## src/rtl/core/uifc_pkg.sv

```systemverilog
package uifc_pkg;

  localparam int FrameBytes = 8;
  localparam int Slots      = 256;
  localparam int CntW       = $clog2(FrameBytes + 1);
  localparam int IdxW       = $clog2(FrameBytes);
  localparam int LenW       = 3;
  localparam int SlotW      = 8;

  localparam logic OpByte = 1'b0;
  localparam logic OpIdle = 1'b1;

  localparam logic KindPayload = 1'b0;
  localparam logic KindStatus  = 1'b1;

  typedef enum logic [1:0] {
    StOk    = 2'd0,
    StBad   = 2'd1,
    StEmpty = 2'd2,
    StLong  = 2'd3
  } status_e;

  // one closed frame, as handed from the front to the back
  typedef struct packed {
    status_e          status;
    logic [LenW-1:0]  length;
    logic [SlotW-1:0] slot;
    logic             ready_res;
    logic [LenW-1:0]  npay;
  } cmd_t;

  typedef struct packed {
    logic            pay_done;
    logic [IdxW-1:0] rd_idx;
  } back_ctl_t;

endpackage

```

## src/rtl/core/uifc_if.sv

```systemverilog
interface uifc_in_if;
  logic       valid;
  logic       ready;
  logic       operation;
  logic [7:0] data_byte;

  modport source (output valid, output operation, output data_byte, input ready);
  modport sink   (input valid, input operation, input data_byte, output ready);
endinterface

interface uifc_out_if;
  logic       valid;
  logic       ready;
  logic       kind;
  logic [7:0] payload;
  logic [7:0] slot;
  logic [2:0] length;
  logic [1:0] status;
  logic       ready_res;
  logic       last;

  modport source (output valid, output kind, output payload, output slot, output length,
                  output status, output ready_res, output last, input ready);
  modport sink   (input valid, input kind, input payload, input slot, input length,
                  input status, input ready_res, input last, output ready);
endinterface

```

## src/rtl/core/uifc_front.sv

```systemverilog
module uifc_front (
  input  logic                  clk_i,
  input  logic                  rst_ni,
  uifc_in_if.sink               rx_i,
  input  logic                  q_full_i,
  output logic                  q_push_o,
  output uifc_pkg::cmd_t        q_cmd_o,
  input  uifc_pkg::back_ctl_t   back_i,
  output logic [7:0]            rd_data_o
);

  logic [7:0]                  store_q [uifc_pkg::FrameBytes];
  logic [7:0]                  rd_data_q;
  logic [uifc_pkg::CntW-1:0]   count_q, count_d;
  logic                        overlong_q, overlong_d;
  logic [uifc_pkg::SlotW-1:0]  slot_q, slot_d;
  logic                        ready_q, ready_d;
  logic [7:0]                  sum_q, sum_d;
  logic [7:0]                  last_q, last_d;
  logic                        pend_q, pend_d;

  logic                        accept;
  logic                        is_byte;
  logic                        has_room;
  logic [7:0]                  head_sum;
  logic [uifc_pkg::LenW-1:0]   len;
  uifc_pkg::cmd_t              cmd;

  // bytes wait while an accepted frame is still being read out
  assign rx_i.ready = (rx_i.operation == uifc_pkg::OpIdle) ? !q_full_i : !pend_q;
  assign accept     = rx_i.valid && rx_i.ready;
  assign is_byte    = rx_i.operation == uifc_pkg::OpByte;
  assign has_room   = count_q < uifc_pkg::CntW'(uifc_pkg::FrameBytes);
  assign head_sum   = sum_q - last_q;
  assign len        = uifc_pkg::LenW'(count_q - uifc_pkg::CntW'(1));
  assign rd_data_o  = rd_data_q;

  always_comb begin
    cmd           = '0;
    cmd.slot      = slot_q;
    cmd.ready_res = ready_q;
    priority if (overlong_q) begin
      cmd.status = uifc_pkg::StLong;
    end else if (count_q == '0) begin
      cmd.status = uifc_pkg::StEmpty;
    end else if (head_sum == last_q) begin
      cmd.status    = uifc_pkg::StOk;
      cmd.length    = len;
      cmd.npay      = len;
      cmd.ready_res = 1'b1;
    end else begin
      cmd.status = uifc_pkg::StBad;
      cmd.length = len;
    end
  end

  assign q_push_o = accept && !is_byte;
  assign q_cmd_o  = cmd;

  always_comb begin
    count_d    = count_q;
    overlong_d = overlong_q;
    slot_d     = slot_q;
    ready_d    = ready_q;
    sum_d      = sum_q;
    last_d     = last_q;
    pend_d     = pend_q;
    if (back_i.pay_done) begin
      pend_d = 1'b0;
    end
    if (accept) begin
      if (is_byte) begin
        ready_d = 1'b0;
        if (has_room) begin
          count_d = count_q + uifc_pkg::CntW'(1);
          sum_d   = sum_q + rx_i.data_byte;
          last_d  = rx_i.data_byte;
        end else begin
          overlong_d = 1'b1;
        end
      end else begin
        if (cmd.status == uifc_pkg::StOk && !overlong_q && count_q != '0) begin
          ready_d = 1'b1;
          slot_d  = (slot_q == uifc_pkg::SlotW'(uifc_pkg::Slots - 1)) ? '0
                                                                     : slot_q + 1'b1;
          if (len != '0) begin
            pend_d = 1'b1;
          end
        end
        count_d    = '0;
        overlong_d = 1'b0;
        sum_d      = '0;
      end
    end
  end

  always_ff @(posedge clk_i or negedge rst_ni) begin
    if (!rst_ni) begin
      count_q    <= '0;
      overlong_q <= 1'b0;
      slot_q     <= '0;
      ready_q    <= 1'b0;
      sum_q      <= '0;
      last_q     <= '0;
      pend_q     <= 1'b0;
    end else begin
      count_q    <= count_d;
      overlong_q <= overlong_d;
      slot_q     <= slot_d;
      ready_q    <= ready_d;
      sum_q      <= sum_d;
      last_q     <= last_d;
      pend_q     <= pend_d;
    end
  end

  always_ff @(posedge clk_i) begin
    if (accept && is_byte && has_room) begin
      store_q[count_q[uifc_pkg::IdxW-1:0]] <= rx_i.data_byte;
    end
    rd_data_q <= store_q[back_i.rd_idx];
  end

endmodule

```

## src/rtl/core/uifc_fifo.sv

```systemverilog
module uifc_fifo (
  input  logic           clk_i,
  input  logic           rst_ni,
  input  logic           push_i,
  input  uifc_pkg::cmd_t data_i,
  output logic           full_o,
  input  logic           pop_i,
  output uifc_pkg::cmd_t data_o,
  output logic           empty_o
);

  uifc_pkg::cmd_t mem_q [2];
  logic           wr_q, rd_q;
  logic [1:0]     cnt_q;

  assign full_o  = cnt_q == 2'd2;
  assign empty_o = cnt_q == 2'd0;
  assign data_o  = mem_q[rd_q];

  always_ff @(posedge clk_i or negedge rst_ni) begin
    if (!rst_ni) begin
      wr_q  <= 1'b0;
      rd_q  <= 1'b0;
      cnt_q <= '0;
    end else begin
      if (push_i) begin
        wr_q <= !wr_q;
      end
      if (pop_i) begin
        rd_q <= !rd_q;
      end
      unique case ({push_i, pop_i})
        2'b10:   cnt_q <= cnt_q + 2'd1;
        2'b01:   cnt_q <= cnt_q - 2'd1;
        default: cnt_q <= cnt_q;
      endcase
    end
  end

  always_ff @(posedge clk_i) begin
    if (push_i) begin
      mem_q[wr_q] <= data_i;
    end
  end

endmodule

```

## src/rtl/core/uifc_back.sv

```systemverilog
module uifc_back (
  input  logic                clk_i,
  input  logic                rst_ni,
  input  logic                q_empty_i,
  input  uifc_pkg::cmd_t      q_cmd_i,
  output logic                q_pop_o,
  output uifc_pkg::back_ctl_t ctl_o,
  input  logic [7:0]          rd_data_i,
  uifc_out_if.source          res_o
);

  logic                      busy_q;
  uifc_pkg::cmd_t            cmd_q;
  logic [uifc_pkg::IdxW-1:0] idx_q, idx_d;

  logic       out_valid_q;
  logic       kind_q;
  logic [7:0] payload_q;
  logic [7:0] slot_q;
  logic [2:0] length_q;
  logic [1:0] status_q;
  logic       ready_res_q;
  logic       last_q;

  logic emit;
  logic pay_step;

  assign q_pop_o  = !busy_q && !q_empty_i;
  assign emit     = busy_q && (!out_valid_q || res_o.ready);
  assign pay_step = uifc_pkg::LenW'(idx_q) < cmd_q.npay;

  // store read is registered, so it is addressed with the next index
  always_comb begin
    idx_d = idx_q;
    if (q_pop_o) begin
      idx_d = '0;
    end else if (emit && pay_step) begin
      idx_d = idx_q + 1'b1;
    end
  end

  assign ctl_o.rd_idx   = idx_d;
  assign ctl_o.pay_done = emit && !pay_step && cmd_q.npay != '0;

  always_ff @(posedge clk_i or negedge rst_ni) begin
    if (!rst_ni) begin
      busy_q      <= 1'b0;
      idx_q       <= '0;
      out_valid_q <= 1'b0;
    end else begin
      idx_q <= idx_d;
      if (q_pop_o) begin
        busy_q <= 1'b1;
      end else if (emit && !pay_step) begin
        busy_q <= 1'b0;
      end
      if (emit) begin
        out_valid_q <= 1'b1;
      end else if (res_o.ready) begin
        out_valid_q <= 1'b0;
      end
    end
  end

  always_ff @(posedge clk_i) begin
    if (q_pop_o) begin
      cmd_q <= q_cmd_i;
    end
    if (emit) begin
      slot_q      <= cmd_q.slot;
      length_q    <= cmd_q.length;
      status_q    <= cmd_q.status;
      ready_res_q <= cmd_q.ready_res;
      if (pay_step) begin
        kind_q    <= uifc_pkg::KindPayload;
        payload_q <= rd_data_i;
        last_q    <= 1'b0;
      end else begin
        kind_q    <= uifc_pkg::KindStatus;
        payload_q <= '0;
        last_q    <= 1'b1;
      end
    end
  end

  assign res_o.valid     = out_valid_q;
  assign res_o.kind      = kind_q;
  assign res_o.payload   = payload_q;
  assign res_o.slot      = slot_q;
  assign res_o.length    = length_q;
  assign res_o.status    = status_q;
  assign res_o.ready_res = ready_res_q;
  assign res_o.last      = last_q;

endmodule

```

## src/rtl/core/uart_idle_frame_checksum_receiver.sv

```systemverilog
// Frame receiver for UART bytes closed by an idle-line event. Each byte beat
// emits nothing; the last byte of a frame is the 8-bit wrapping sum of the
// bytes before it. An idle beat queues one command in the front part
// (two-entry queue); the back part then loads it and emits one result item
// after another: len payload beats and a status beat, last set, for a good
// frame, and one status beat for a bad, empty or overlong frame. The back
// part's single output register sets the emit rate of one item per cycle
// while res_o.ready does not stall it. Byte beats are held off while a good
// frame's payload is still being read from the frame store; idle beats are
// held off only while the queue is full.
module uart_idle_frame_checksum_receiver (
  input  logic       clk_i,
  input  logic       rst_ni,
  uifc_in_if.sink    rx_i,
  uifc_out_if.source res_o
);

  logic                q_push;
  logic                q_pop;
  logic                q_full;
  logic                q_empty;
  uifc_pkg::cmd_t      q_wr_cmd;
  uifc_pkg::cmd_t      q_rd_cmd;
  uifc_pkg::back_ctl_t back_ctl;
  logic [7:0]          rd_data;

  uifc_front u_front (
    .clk_i     (clk_i),
    .rst_ni    (rst_ni),
    .rx_i      (rx_i),
    .q_full_i  (q_full),
    .q_push_o  (q_push),
    .q_cmd_o   (q_wr_cmd),
    .back_i    (back_ctl),
    .rd_data_o (rd_data)
  );

  uifc_fifo u_fifo (
    .clk_i   (clk_i),
    .rst_ni  (rst_ni),
    .push_i  (q_push),
    .data_i  (q_wr_cmd),
    .full_o  (q_full),
    .pop_i   (q_pop),
    .data_o  (q_rd_cmd),
    .empty_o (q_empty)
  );

  uifc_back u_back (
    .clk_i     (clk_i),
    .rst_ni    (rst_ni),
    .q_empty_i (q_empty),
    .q_cmd_i   (q_rd_cmd),
    .q_pop_o   (q_pop),
    .ctl_o     (back_ctl),
    .rd_data_i (rd_data),
    .res_o     (res_o)
  );

endmodule
```

## src/flat_wrapper.sv

```systemverilog
// flat-port wrapper written by rule: the top's interface ports become plain ports
module uart_idle_frame_checksum_receiver_flat 
  (clk_i, rst_ni, rx_i_valid, rx_i_operation, rx_i_data_byte, rx_i_ready, res_o_valid, res_o_kind, res_o_payload, res_o_slot, res_o_length, res_o_status, res_o_ready_res, res_o_last, res_o_ready);
  uifc_in_if rx_i_i ();
  uifc_out_if res_o_i ();
  input  logic clk_i;
  input  logic rst_ni;
  input wire logic [$bits(rx_i_i.valid)-1:0] rx_i_valid;
  input wire logic [$bits(rx_i_i.operation)-1:0] rx_i_operation;
  input wire logic [$bits(rx_i_i.data_byte)-1:0] rx_i_data_byte;
  output wire logic [$bits(rx_i_i.ready)-1:0] rx_i_ready;
  output wire logic [$bits(res_o_i.valid)-1:0] res_o_valid;
  output wire logic [$bits(res_o_i.kind)-1:0] res_o_kind;
  output wire logic [$bits(res_o_i.payload)-1:0] res_o_payload;
  output wire logic [$bits(res_o_i.slot)-1:0] res_o_slot;
  output wire logic [$bits(res_o_i.length)-1:0] res_o_length;
  output wire logic [$bits(res_o_i.status)-1:0] res_o_status;
  output wire logic [$bits(res_o_i.ready_res)-1:0] res_o_ready_res;
  output wire logic [$bits(res_o_i.last)-1:0] res_o_last;
  input wire logic [$bits(res_o_i.ready)-1:0] res_o_ready;
  assign rx_i_i.valid = rx_i_valid;
  assign rx_i_i.operation = rx_i_operation;
  assign rx_i_i.data_byte = rx_i_data_byte;
  assign rx_i_ready = rx_i_i.ready;
  assign res_o_valid = res_o_i.valid;
  assign res_o_kind = res_o_i.kind;
  assign res_o_payload = res_o_i.payload;
  assign res_o_slot = res_o_i.slot;
  assign res_o_length = res_o_i.length;
  assign res_o_status = res_o_i.status;
  assign res_o_ready_res = res_o_i.ready_res;
  assign res_o_last = res_o_i.last;
  assign res_o_i.ready = res_o_ready;
  uart_idle_frame_checksum_receiver u_core (.clk_i(clk_i), .rst_ni(rst_ni), .rx_i(rx_i_i), .res_o(res_o_i));
endmodule
```

## config.mk

```make
export PLATFORM = sky130hd
export DESIGN_NAME = uart_idle_frame_checksum_receiver_flat
export DESIGN_NICKNAME = d
export VERILOG_FILES = /design/src/rtl/core/uifc_pkg.sv /design/src/rtl/core/uifc_if.sv /design/src/rtl/core/uifc_front.sv /design/src/rtl/core/uifc_fifo.sv /design/src/rtl/core/uifc_back.sv /design/src/rtl/core/uart_idle_frame_checksum_receiver.sv /design/src/flat_wrapper.sv
export SDC_FILE = /design/constraint.sdc
export NUM_CORES = 1
export LEC_CHECK = 0
export BUFFER_PORTS_ARGS = -buffer_cell sky130_fd_sc_hd__buf_2
export CORE_UTILIZATION = 47
export DETAILED_ROUTE_END_ITERATION = 8
export SYNTH_ARGS = -nofsm -noshare
export SYNTH_HDL_FRONTEND = slang
export SYNTH_SLANG_ARGS = --single-unit
```

## constraint.sdc

```tcl
create_clock -name clk_i -period 4 [get_ports clk_i]
set_clock_uncertainty 0.15 [all_clocks]
set_input_delay 1.2 -clock clk_i [delete_from_list [all_inputs] [get_ports clk_i]]
set_output_delay 1.2 -clock clk_i [all_outputs]
set_load 0.02 [all_outputs]
```

==> results of run 1 <==
cell usage after synthesis, drive strengths merged (9+ instances only):
master / instances
a21oi: 18
a22o: 11
and2: 12
dfrtp: 39
edfxtp: 138
ha: 22
inv: 24
mux2: 19
mux2i: 33
nand2: 36
nor2: 24
nor3: 11
o21ai: 25
xnor2: 14
xor2: 9
metrics by stage:
stage          setup WS (ps)  cell area (sq um)  hold WS, ps  util [%]  total power [W]
6_report                 777               8840          269      55.5          0.00686
5_1_grt                  494               8840          277      55.5          0.00728
4_1_cts                  785               8840          271      55.5          0.00692
3_5_place_dp             642               8230          255      51.6          0.00519
3_3_place_gp             734               8230          252      51.6          0.00512
2_1_floorplan            498               7730          250         -          0.00461
metal layers:
layer | track usage (%) | part of all wire [%] | wire length, microns
met1 | 23.7 | 47 | 6370
met4 | 5.95 | 1.3 | 168
met5 | 0 | 0 | 0
met3 | 4.72 | 4.0 | 544
met2 | 27.1 | 47 | 6350
power by group:
part           switching [W]  internal, W  total [W]
Sequential          0.000230      0.00257    0.00280
Combinational        0.00134     0.000994    0.00233
Clock               0.000712      0.00101    0.00172
final cells by class:
type	count	area, sq um	share of cell area [%]
repair buffers	53	315	3.57
clock inverters	13	166	1.88
inverters	24	90.1	1.02
flip-flops and latches	185	5280	59.7
well taps	216	270	3.06
clock buffers	19	443	5.01
multi-input cells	305	2280	25.8
final timing paths:
check                      depth (start not counted)  slack, ps                                    end
min in group asynchronous                          1        760         u_core.u_fifo.rd_q$_DFFE_PN0P_
setup reg to reg                                   9        780    u_core.u_front.rd_data_o[0]$_DFF_P_
setup / recovery                                   9        780    u_core.u_front.rd_data_o[0]$_DFF_P_
max in group asynchronous                          1       2320   u_core.u_front.slot_q[5]$_DFFE_PN0P_
hold / removal                                     0        270  u_core.u_back.res_o.slot[4]$_DFFE_PP_
hold reg to reg                                    0        270  u_core.u_back.res_o.slot[4]$_DFFE_PP_
state kept, by name (all words and copies together) (netlist names), 7 cells and up:
signal,cells
u_core.u_back.cmd_q,17
u_core.u_back.res_o.payload,8
u_core.u_back.res_o.slot,8
u_core.u_fifo.mem_q,34
u_core.u_front.last_q,7
u_core.u_front.rd_data_o,8
u_core.u_front.slot_q,8
u_core.u_front.store_q,64
u_core.u_front.sum_q,8
cells by family (layout without fill, tap and decap cells):
kind of cell,after synthesis,count (layout)
AOI/OAI and AO/OA,83,83
xor gates and xnor gates,23,23
adders and majority gates,24,24
buffers and inverters,40,109
DFF,185,185
muxes,52,52
and+or+nand+nor,123,123
==> impl_metrics.tcl, run 1 <==
set metrics [dict create \
    arrival_ps 3360 \
    grt_pass1_wl_mm 21.7 \
    cts_hold_buf 0 \
    max_freq_mhz 310 \
    start_kind "flop" \
    min_from "u_core.u_back.cmd_q[8]$_DFFE_PP_" \
    drtIter0Drc 222 \
    synth_area_sq_mm 0.00773 \
    post_cts_buffers 0 \
    slew_viol_final 0 \
    die_y_microns 130 \
    path_cells "ha_1, a21oi_1, o21a_1, inv_2, or4_1, a21oi_2, nor2b_1, a22o_1, a221oi_1" \
    yosysTopAreaCellShare_pct 53.6 \
    track_usage_pct 17.4 \
    viasPerCell 5.21 \
    first_pass_iters 4 \
    clockBufferDepth 2 \
    yosys_register_bits 185 \
    postSynthAreaPerCell_sq_um 14.6 \
    rsz0062_at_grt "no" \
    gp_congestion 0.774 \
    status "finished clean" \
    setup_viol 0 \
    final_nets 623 \
    period_needed_ps 3220 \
    syn_to_final_growth_pct 14.4 \
    synth_adder_area_share_pct 4.08 \
    final_common_cell "edfxtp_1" \
    htree_num_levels 4 \
    ios 39 \
    rr_startpoint "u_core.u_back.idx_q[2]$_DFF_PN0_" \
    finalWirelength_mm 13.4 \
    setup_tns_ps 0 \
    p_leak_nw 3.34 \
    ir_drop_uv 580 \
    grt_pass1_vias 4157 \
    start_util_pct 48.5 \
    synth_edf_count 138 \
    synthTopCellsByArea "edfxtp_1 54%, dfrtp_1 13%, mux2i_1 4.3%, ha_1 3.6%, mux2_2 2.8%" \
    coreArea_sq_mm 0.0159 \
    antenna_found_initial 0 \
    grt_max_degree 40 \
    fin_crit_sh_pct 80.6 \
    final_cell_mix "138 x edfxtp_1, 39 x dfrtp_1, 38 x buf_2, 36 x nand2_1, 33 x mux2i_1" \
    yosys_most_used_dff "edfxtp_1" \
    ctsResizeCount 0 \
    crit_required_ps 4140 \
    die-area_sq_mm 0.0170 \
    clock_latency_ps 430 \
    ys_async_sr_fraction_pct 21.1 \
    gr-total-overflow 0 \
    synthSimpleGateAreaFrac_pct 8.27 \
    drive_above_1_share_pct 19.4 \
    cts-root-buf "clkbuf_16" \
    ant_nets 0 \
    dp_cells 783 \
    cts_tree "done" \
    synth_top_family_by_area "simple AND/OR/NAND/NOR gates" \
    endpoint_kind "flop" \
    cp_top_family "simple AND/OR/NAND/NOR gates" \
    syn-num-nets 567 \
    max_cap_violations 0 \
    clk_pin_slew_ps 70 \
    synth.area.mux_share_pct 7.04 \
    cp_max_fo 11 \
    cts_buffers 17 \
    yosys.area.top_type "edfxtp_1" \
    wire_per_inst_microns 16.5 \
    cts.sink_count 185 \
    slowest_delay_ps 560 \
    antennaDiodeCount 0 \
    synth-compound-area-share_pct 7.45 \
    synth_xor_area_share_pct 2.61 \
    path_class "flop to flop" \
    ys_types 58 \
    min_path_type "flop to flop" \
    io_buffers 38 \
    cp_slowest_cell "nor2b_1" \
    critPathBufInv 1 \
    syn_inst 530 \
    die_x_microns 130 \
    ys.warnings.count 0 \
    powerDensity_mw_per_mm2 775 \
    slew_headroom_pct 35.3 \
    remaining_drc_errors 0 \
    hold_viol 0 \
    layout.cells.non_filler 815 \
    rows 46 \
    vias 4248 \
    dp_hpwl_mm 9.17 \
    critPathLaunch "u_core.u_back.idx_q[2]$_DFF_PN0_" \
    seq_area_frac_synth_pct 68.3 \
    tightest_slew_ps 970 \
    fillers 1334 \
]
No activity file was read; power rests on OpenSTA's default activity.
==> run 2: changes to the inputs <==
Settings changed: PLACE_DENSITY from default to 0.66.
Clock period 4 ns to 2.71 ns, I/O delays scaled along.
==> run 2 against run 1 <==
The run now ends with negative setup slack left. Utilization rose by 3.5 points. Largest power group is now combinational logic. Cell area grew 6.4%. Flip-flop and latch count stayed put.
==> impl_metrics.tcl, run 2 (same netlist as run 1, synthesis figures left out) <==
set metrics [dict create \
    status "finished with violations" \
    violations "negative setup slack" \
    ant_nets 0 \
    path_class "flop to flop" \
    drtIter0Drc 274 \
    place_ws_ps -174 \
    busiest_layer "met2" \
    cp_max_fo 5 \
    slew_headroom_pct 49.3 \
    rr_worst_depth 10 \
    crit_required_ps 2860 \
    final_nets 666 \
    ir_drop_uv 593 \
    clock_latency_ps 420 \
    cts-root-buf "clkbuf_16" \
    dp_hpwl_mm 9.68 \
    power_w 0.0108 \
    gr-total-overflow 0 \
    wire_per_inst_microns 16.6 \
    critPathCapture "u_core.u_front.slot_q[1]$_DFFE_PN0P_" \
    largest_register_ffs 64 \
    finalWirelength_mm 14.2 \
    start_kind "flop" \
    slowest_delay_ps 580 \
    grt_pass1_wl_mm 22.5 \
    max_freq_mhz 349 \
    vias 4507 \
    antennaDiodeCount 0 \
    setup_tns_ps -1260 \
    die_y_microns 130 \
    drive_above_1_share_pct 30.1 \
    critPathLaunch "u_core.u_front.sum_q[0]$_DFFE_PN0P_" \
    endpoint_kind "flop" \
    die-area_sq_mm 0.0170 \
    first_pass_iters 4 \
    cp_slowest_cell "or4_4" \
    met2_usage_pct 29.9 \
    setup_viol 18 \
    path_cells "inv_1, ha_2, fa_2, nand3b_1, nand2_1, xnor2_1, or4_4, nor4b_4, buf_6, mux2_4" \
    ff2ff_setup_slack_ps -160 \
    clk_pin_slew_ps 70 \
    io_buffers 38 \
    period_needed_ps 2870 \
    slew_viol_final 0 \
    grt_pass1_vias 4600 \
    rr_startpoint "u_core.u_front.sum_q[0]$_DFFE_PN0P_" \
    clockBufferDepth 2 \
    rows 46 \
    viasPerCell 5.25 \
    rsz0062_at_grt "yes" \
    hold_viol 0 \
    tightest_slew_ps 760 \
    remaining_drc_errors 0 \
    syn_to_final_growth_pct 21.8 \
    arrival_ps 3020 \
    grtUsageMet3_pct 4.43 \
    fin_util_pct 59.0 \
    ios 39 \
    fin_crit_sh_pct 106 \
    die_x_microns 130 \
    cts.sink_count 185 \
    coreArea_sq_mm 0.0159 \
    p_leak_nw 3.63 \
    min_path_type "flop to flop" \
    max_cap_violations 0 \
    rr_endpoint "u_core.u_front.slot_q[1]$_DFFE_PN0P_" \
    antenna_found_initial 0 \
    track_usage_pct 17.8 \
    powerDensity_mw_per_mm2 1150 \
    gp_congestion 0.779 \
    setup_slack_ps -155 \
    cts_tree "done" \
    final_common_cell "edfxtp_1" \
    start_util_pct 48.5 \
    final_cell_mix "138 x edfxtp_1, 49 x buf_4, 39 x dfrtp_1, 38 x buf_2, 33 x mux2i_1" \
    grt_max_degree 40 \
    htree_num_levels 4 \
    cts_buffers 17 \
    use_met1_pct 22.4 \
    whs_ps 269 \
]
[run 2: report_power, final]
part | leakage (nW) | switching [W] | internal, W | total [W]
Combinational | 1.51 | 0.00231 | 0.00192 | 0.00424
Sequential | 1.84 | 0.000312 | 0.00380 | 0.00411
Clock | 0.284 | 0.00107 | 0.00138 | 0.00245
Total | 3.63 | 0.00369 | 0.00710 | 0.0108
[run 2: layout make-up]
cell class | instances | area, sq um
flip-flops and latches | 185 | 5280
multi-input cells | 305 | 2470
repair buffers | 96 | 703
well taps | 216 | 270
clock buffers | 18 | 429
inverters | 24 | 93.8
fillers | 1221 | 6530
clock inverters | 14 | 161
[run 2: stage by stage]
stage                     instance area, sq um  instances
final                                     9410        858
after floorplan                           7790        530
after detailed placement                  8590        817
after global placement                    8590        817
after global routing                      9410        858
after CTS                                 9270        853
[run 2: worst min-delay path by stage]
stage	startpoint	endpoint	cells past startpoint
floorplan	u_core.u_back.cmd_q[12]$_DFFE_PP_	u_core.u_back.res_o.length[0]$_DFFE_PP_	0
global placement	u_core.u_back.cmd_q[12]$_DFFE_PP_	u_core.u_back.res_o.length[0]$_DFFE_PP_	0
detailed placement	u_core.u_back.cmd_q[5]$_DFFE_PP_	u_core.u_back.res_o.slot[1]$_DFFE_PP_	0
CTS	u_core.u_back.cmd_q[5]$_DFFE_PP_	u_core.u_back.res_o.slot[1]$_DFFE_PP_	0
global route	u_core.u_back.cmd_q[10]$_DFFE_PP_	u_core.u_back.res_o.slot[6]$_DFFE_PP_	0
finish	u_core.u_back.cmd_q[5]$_DFFE_PP_	u_core.u_back.res_o.slot[1]$_DFFE_PP_	0
[run 2: timing repair]
item	CTS	global route
cloned	1	0
hold buffers	0	0
buffers inserted	3	5
endpoints found under the hold margin	0	0
gates resized for setup	14	19
pin swaps	5	6
setup endpoints to repair	27	28
[run 2: critical path: cells and delay by family (launching register included)]
kind | cells | cell delay (ps)
and+or+nand+nor | 4 | 1120
adders and majority gates | 2 | 530
DFF | 1 | 350
muxes | 1 | 300
buffers and inverters | 2 | 230
xor gates and xnor gates | 1 | 60
[run 2: routing by layer]
| metal | vias up | routed length (microns) |
|---|---|---|
| li1 | 2161 | - |
| met1 | 2245 | 6250 |
| met2 | 89 | 7210 |
| met3 | 12 | 577 |
| met4 | 0 | 181 |
| met5 | - | 0 |
==> run 3: changes to the inputs <==
Settings changed: CORE_ASPECT_RATIO from default to 0.5.
==> run 3 against run 2 <==
The flow still finishes with violations (negative setup slack). Critical path type unchanged. Clock power fell by 2%. Routed wire length increased by 1.1%. Non-clock buffer count increased by 7. Register-to-register slack got worse by 40 ps. Die area up 0.18%.
==> impl_metrics.tcl, run 3 (same netlist as run 1, synthesis figures left out) <==
set metrics [dict create \
    track_usage_pct 18.4 \
    htree_num_levels 4 \
    arrival_ps 3070 \
    p_leak_nw 3.62 \
    ant_nets 0 \
    multi_input_area_sq_mm 0.00243 \
    fillers 1200 \
    seqPwrFrac_pct 38.0 \
    fin_area_sq_mm 0.00942 \
    antennaDiodeCount 0 \
    tightest_slew_ps 783 \
    die-area_sq_mm 0.0170 \
    clock_latency_ps 430 \
    rr_startpoint "u_core.u_front.sum_q[0]$_DFFE_PN0P_" \
    clockBufferDepth 2 \
    path_cells "inv_1, ha_2, fa_2, xor2_1, nand3_1, or4_4, nor4b_4, buf_6, mux2_4" \
    ios 39 \
    final_common_cell "edfxtp_1" \
    min_path_type "flop to flop" \
    cp_max_fo 7 \
    start_kind "flop" \
    final-seq-area_sq_mm 0.00528 \
    gp_congestion 0.838 \
    powerDensity_mw_per_mm2 1140 \
    cts_tree "done" \
    fin_crit_sh_pct 107 \
    grt_pass1_wl_mm 23.4 \
    dp_cells 828 \
    setup_viol 20 \
    place_ws_ps -214 \
    first_pass_iters 4 \
    rr_worst_depth 9 \
    max_cap_violations 0 \
    start_util_pct 49.1 \
    min_from "u_core.u_back.cmd_q[5]$_DFFE_PP_" \
    grt_pass1_vias 4528 \
    cts.sink_count 185 \
    status "finished with violations" \
    final_cell_mix "138 x edfxtp_1, 57 x buf_4, 39 x dfrtp_1, 38 x buf_2, 33 x mux2i_1" \
    largest_register_ffs 64 \
    crit_required_ps 2870 \
    ir_drop_uv 545 \
    syn_to_final_growth_pct 21.9 \
    drive_above_1_share_pct 30.0 \
    rr_endpoint "u_core.u_front.slot_q[1]$_DFFE_PN0P_" \
    viasPerCell 5.16 \
    clk_pin_slew_ps 70 \
    max_freq_mhz 344 \
    endpoint_kind "flop" \
    setup_slack_ps -198 \
    drtIter0Drc 291 \
    slowest_delay_ps 600 \
    cts-root-buf "clkbuf_16" \
    cp_slowest_cell "or4_4" \
    hold_viol 0 \
    combPwrFrac_pct 39.6 \
    cts_buffers 17 \
    violations "negative setup slack" \
    switching_share_pct 35.1 \
    layout.cells.non_filler 870 \
    path_class "flop to flop" \
    remaining_drc_errors 0 \
    ff2ff_setup_slack_ps -200 \
    grt_max_degree 40 \
    coreArea_sq_mm 0.0157 \
    die_x_microns 183 \
    p_clk_share_pct 22.4 \
    slew_headroom_pct 47.8 \
    vias 4488 \
    gr-total-overflow 0 \
    hold_depth 0 \
    power_w 0.0108 \
    rows 32 \
    period_needed_ps 2910 \
    final_nets 673 \
    antenna_found_initial 0 \
    finalWirelength_mm 14.4 \
    wire_per_inst_microns 16.5 \
    dp_hpwl_mm 9.65 \
    place_area_sq_mm 0.00864 \
    io_buffers 38 \
    die_y_microns 92.7 \
    p_sw_w 0.00379 \
    slew_viol_final 0 \
    p_int_w 0.00699 \
    hold_end "u_core.u_back.res_o.slot[1]$_DFFE_PP_" \
    rsz0062_at_grt "yes" \
]
-- run 3: changes by cell type in the layout (fill, tap and decap cells not counted), moves of 3 or more --
cell      delta
nand2_4      -3
a221oi_2     -3
buf_4        +8
inv_8        +5
a221oi_1     +3
-- run 3: what timing repair did --
action	CTS	global route
endpoints found under the setup margin	28	29
setup buffers	2	7
hold buffers	0	0
gates cloned	0	1
resized for setup	7	18
pin swaps	3	14
-- run 3: routing by layer --
layer | vias up | global-route usage, % | wire length [microns]
met1 | 2211 | 24.7 | 6880
met4 | 0 | 6.11 | 152
li1 | 2178 | - | -
met3 | 14 | 3.78 | 504
met5 | - | 0 | 0
met2 | 85 | 30.1 | 6850
-- run 3: power groups by stage --
stage          sequential, W  clock, W  combinational [W]
2_1_floorplan        0.00424         0            0.00262
3_3_place_gp         0.00414         0            0.00384
3_5_place_dp         0.00415         0            0.00392
4_1_cts              0.00409   0.00245            0.00401
5_1_grt              0.00416   0.00256            0.00470
6_report             0.00409   0.00241            0.00427
-- run 3: cell type report --
| cell class | count | area share [%] |
|---|---|---|
| Clock inverter | 14 | 1.57 |
| Inverter | 24 | 0.996 |
| Clock buffer | 18 | 4.56 |
| Sequential cell | 185 | 56.0 |
| Multi-Input combinational cell | 305 | 25.8 |
| Timing Repair Buffer | 103 | 8.13 |
| Tap cell | 221 | 2.94 |
-- run 3: metrics by stage --
stage	setup TNS [ps]	utilization, %	hold WS (ps)
5_1_grt	-4810	59.9	276
3_5_place_dp	-2580	54.9	255
6_report	-2790	59.9	269
3_3_place_gp	-1430	54.9	250
4_1_cts	-1280	58.8	270
2_1_floorplan	-8550	-	250
-- run 3: critical path: cells and delay by family (launching register included) --
family / cells / cell delay, ps
XOR/XNOR: 1 / 140
adder cells (fa/ha/maj): 2 / 700
buffers and inverters: 2 / 210
flip-flops: 1 / 350
multiplexers: 1 / 300
AND/OR/NAND/NOR: 3 / 940
-- run 3: worst max-delay path by stage --
stage | start | endpoint | slack (ps) | depth (start not counted)
after floorplan | rx_i_operation | u_core.u_front.store_q[1][0]$_DFFE_PP_ | -220 | 6
after global placement | res_o_ready | u_core.u_front.rd_data_o[6]$_DFF_P_ | -160 | 8
after detailed placement | res_o_ready | u_core.u_front.rd_data_o[6]$_DFF_P_ | -210 | 8
after CTS | u_core.u_front.sum_q[0]$_DFFE_PN0P_ | u_core.u_front.slot_q[1]$_DFFE_PN0P_ | -130 | 10
after global routing | u_core.u_front.sum_q[0]$_DFFE_PN0P_ | u_core.u_front.slot_q[1]$_DFFE_PN0P_ | -290 | 9
final | u_core.u_front.sum_q[0]$_DFFE_PN0P_ | u_core.u_front.slot_q[1]$_DFFE_PN0P_ | -200 | 9
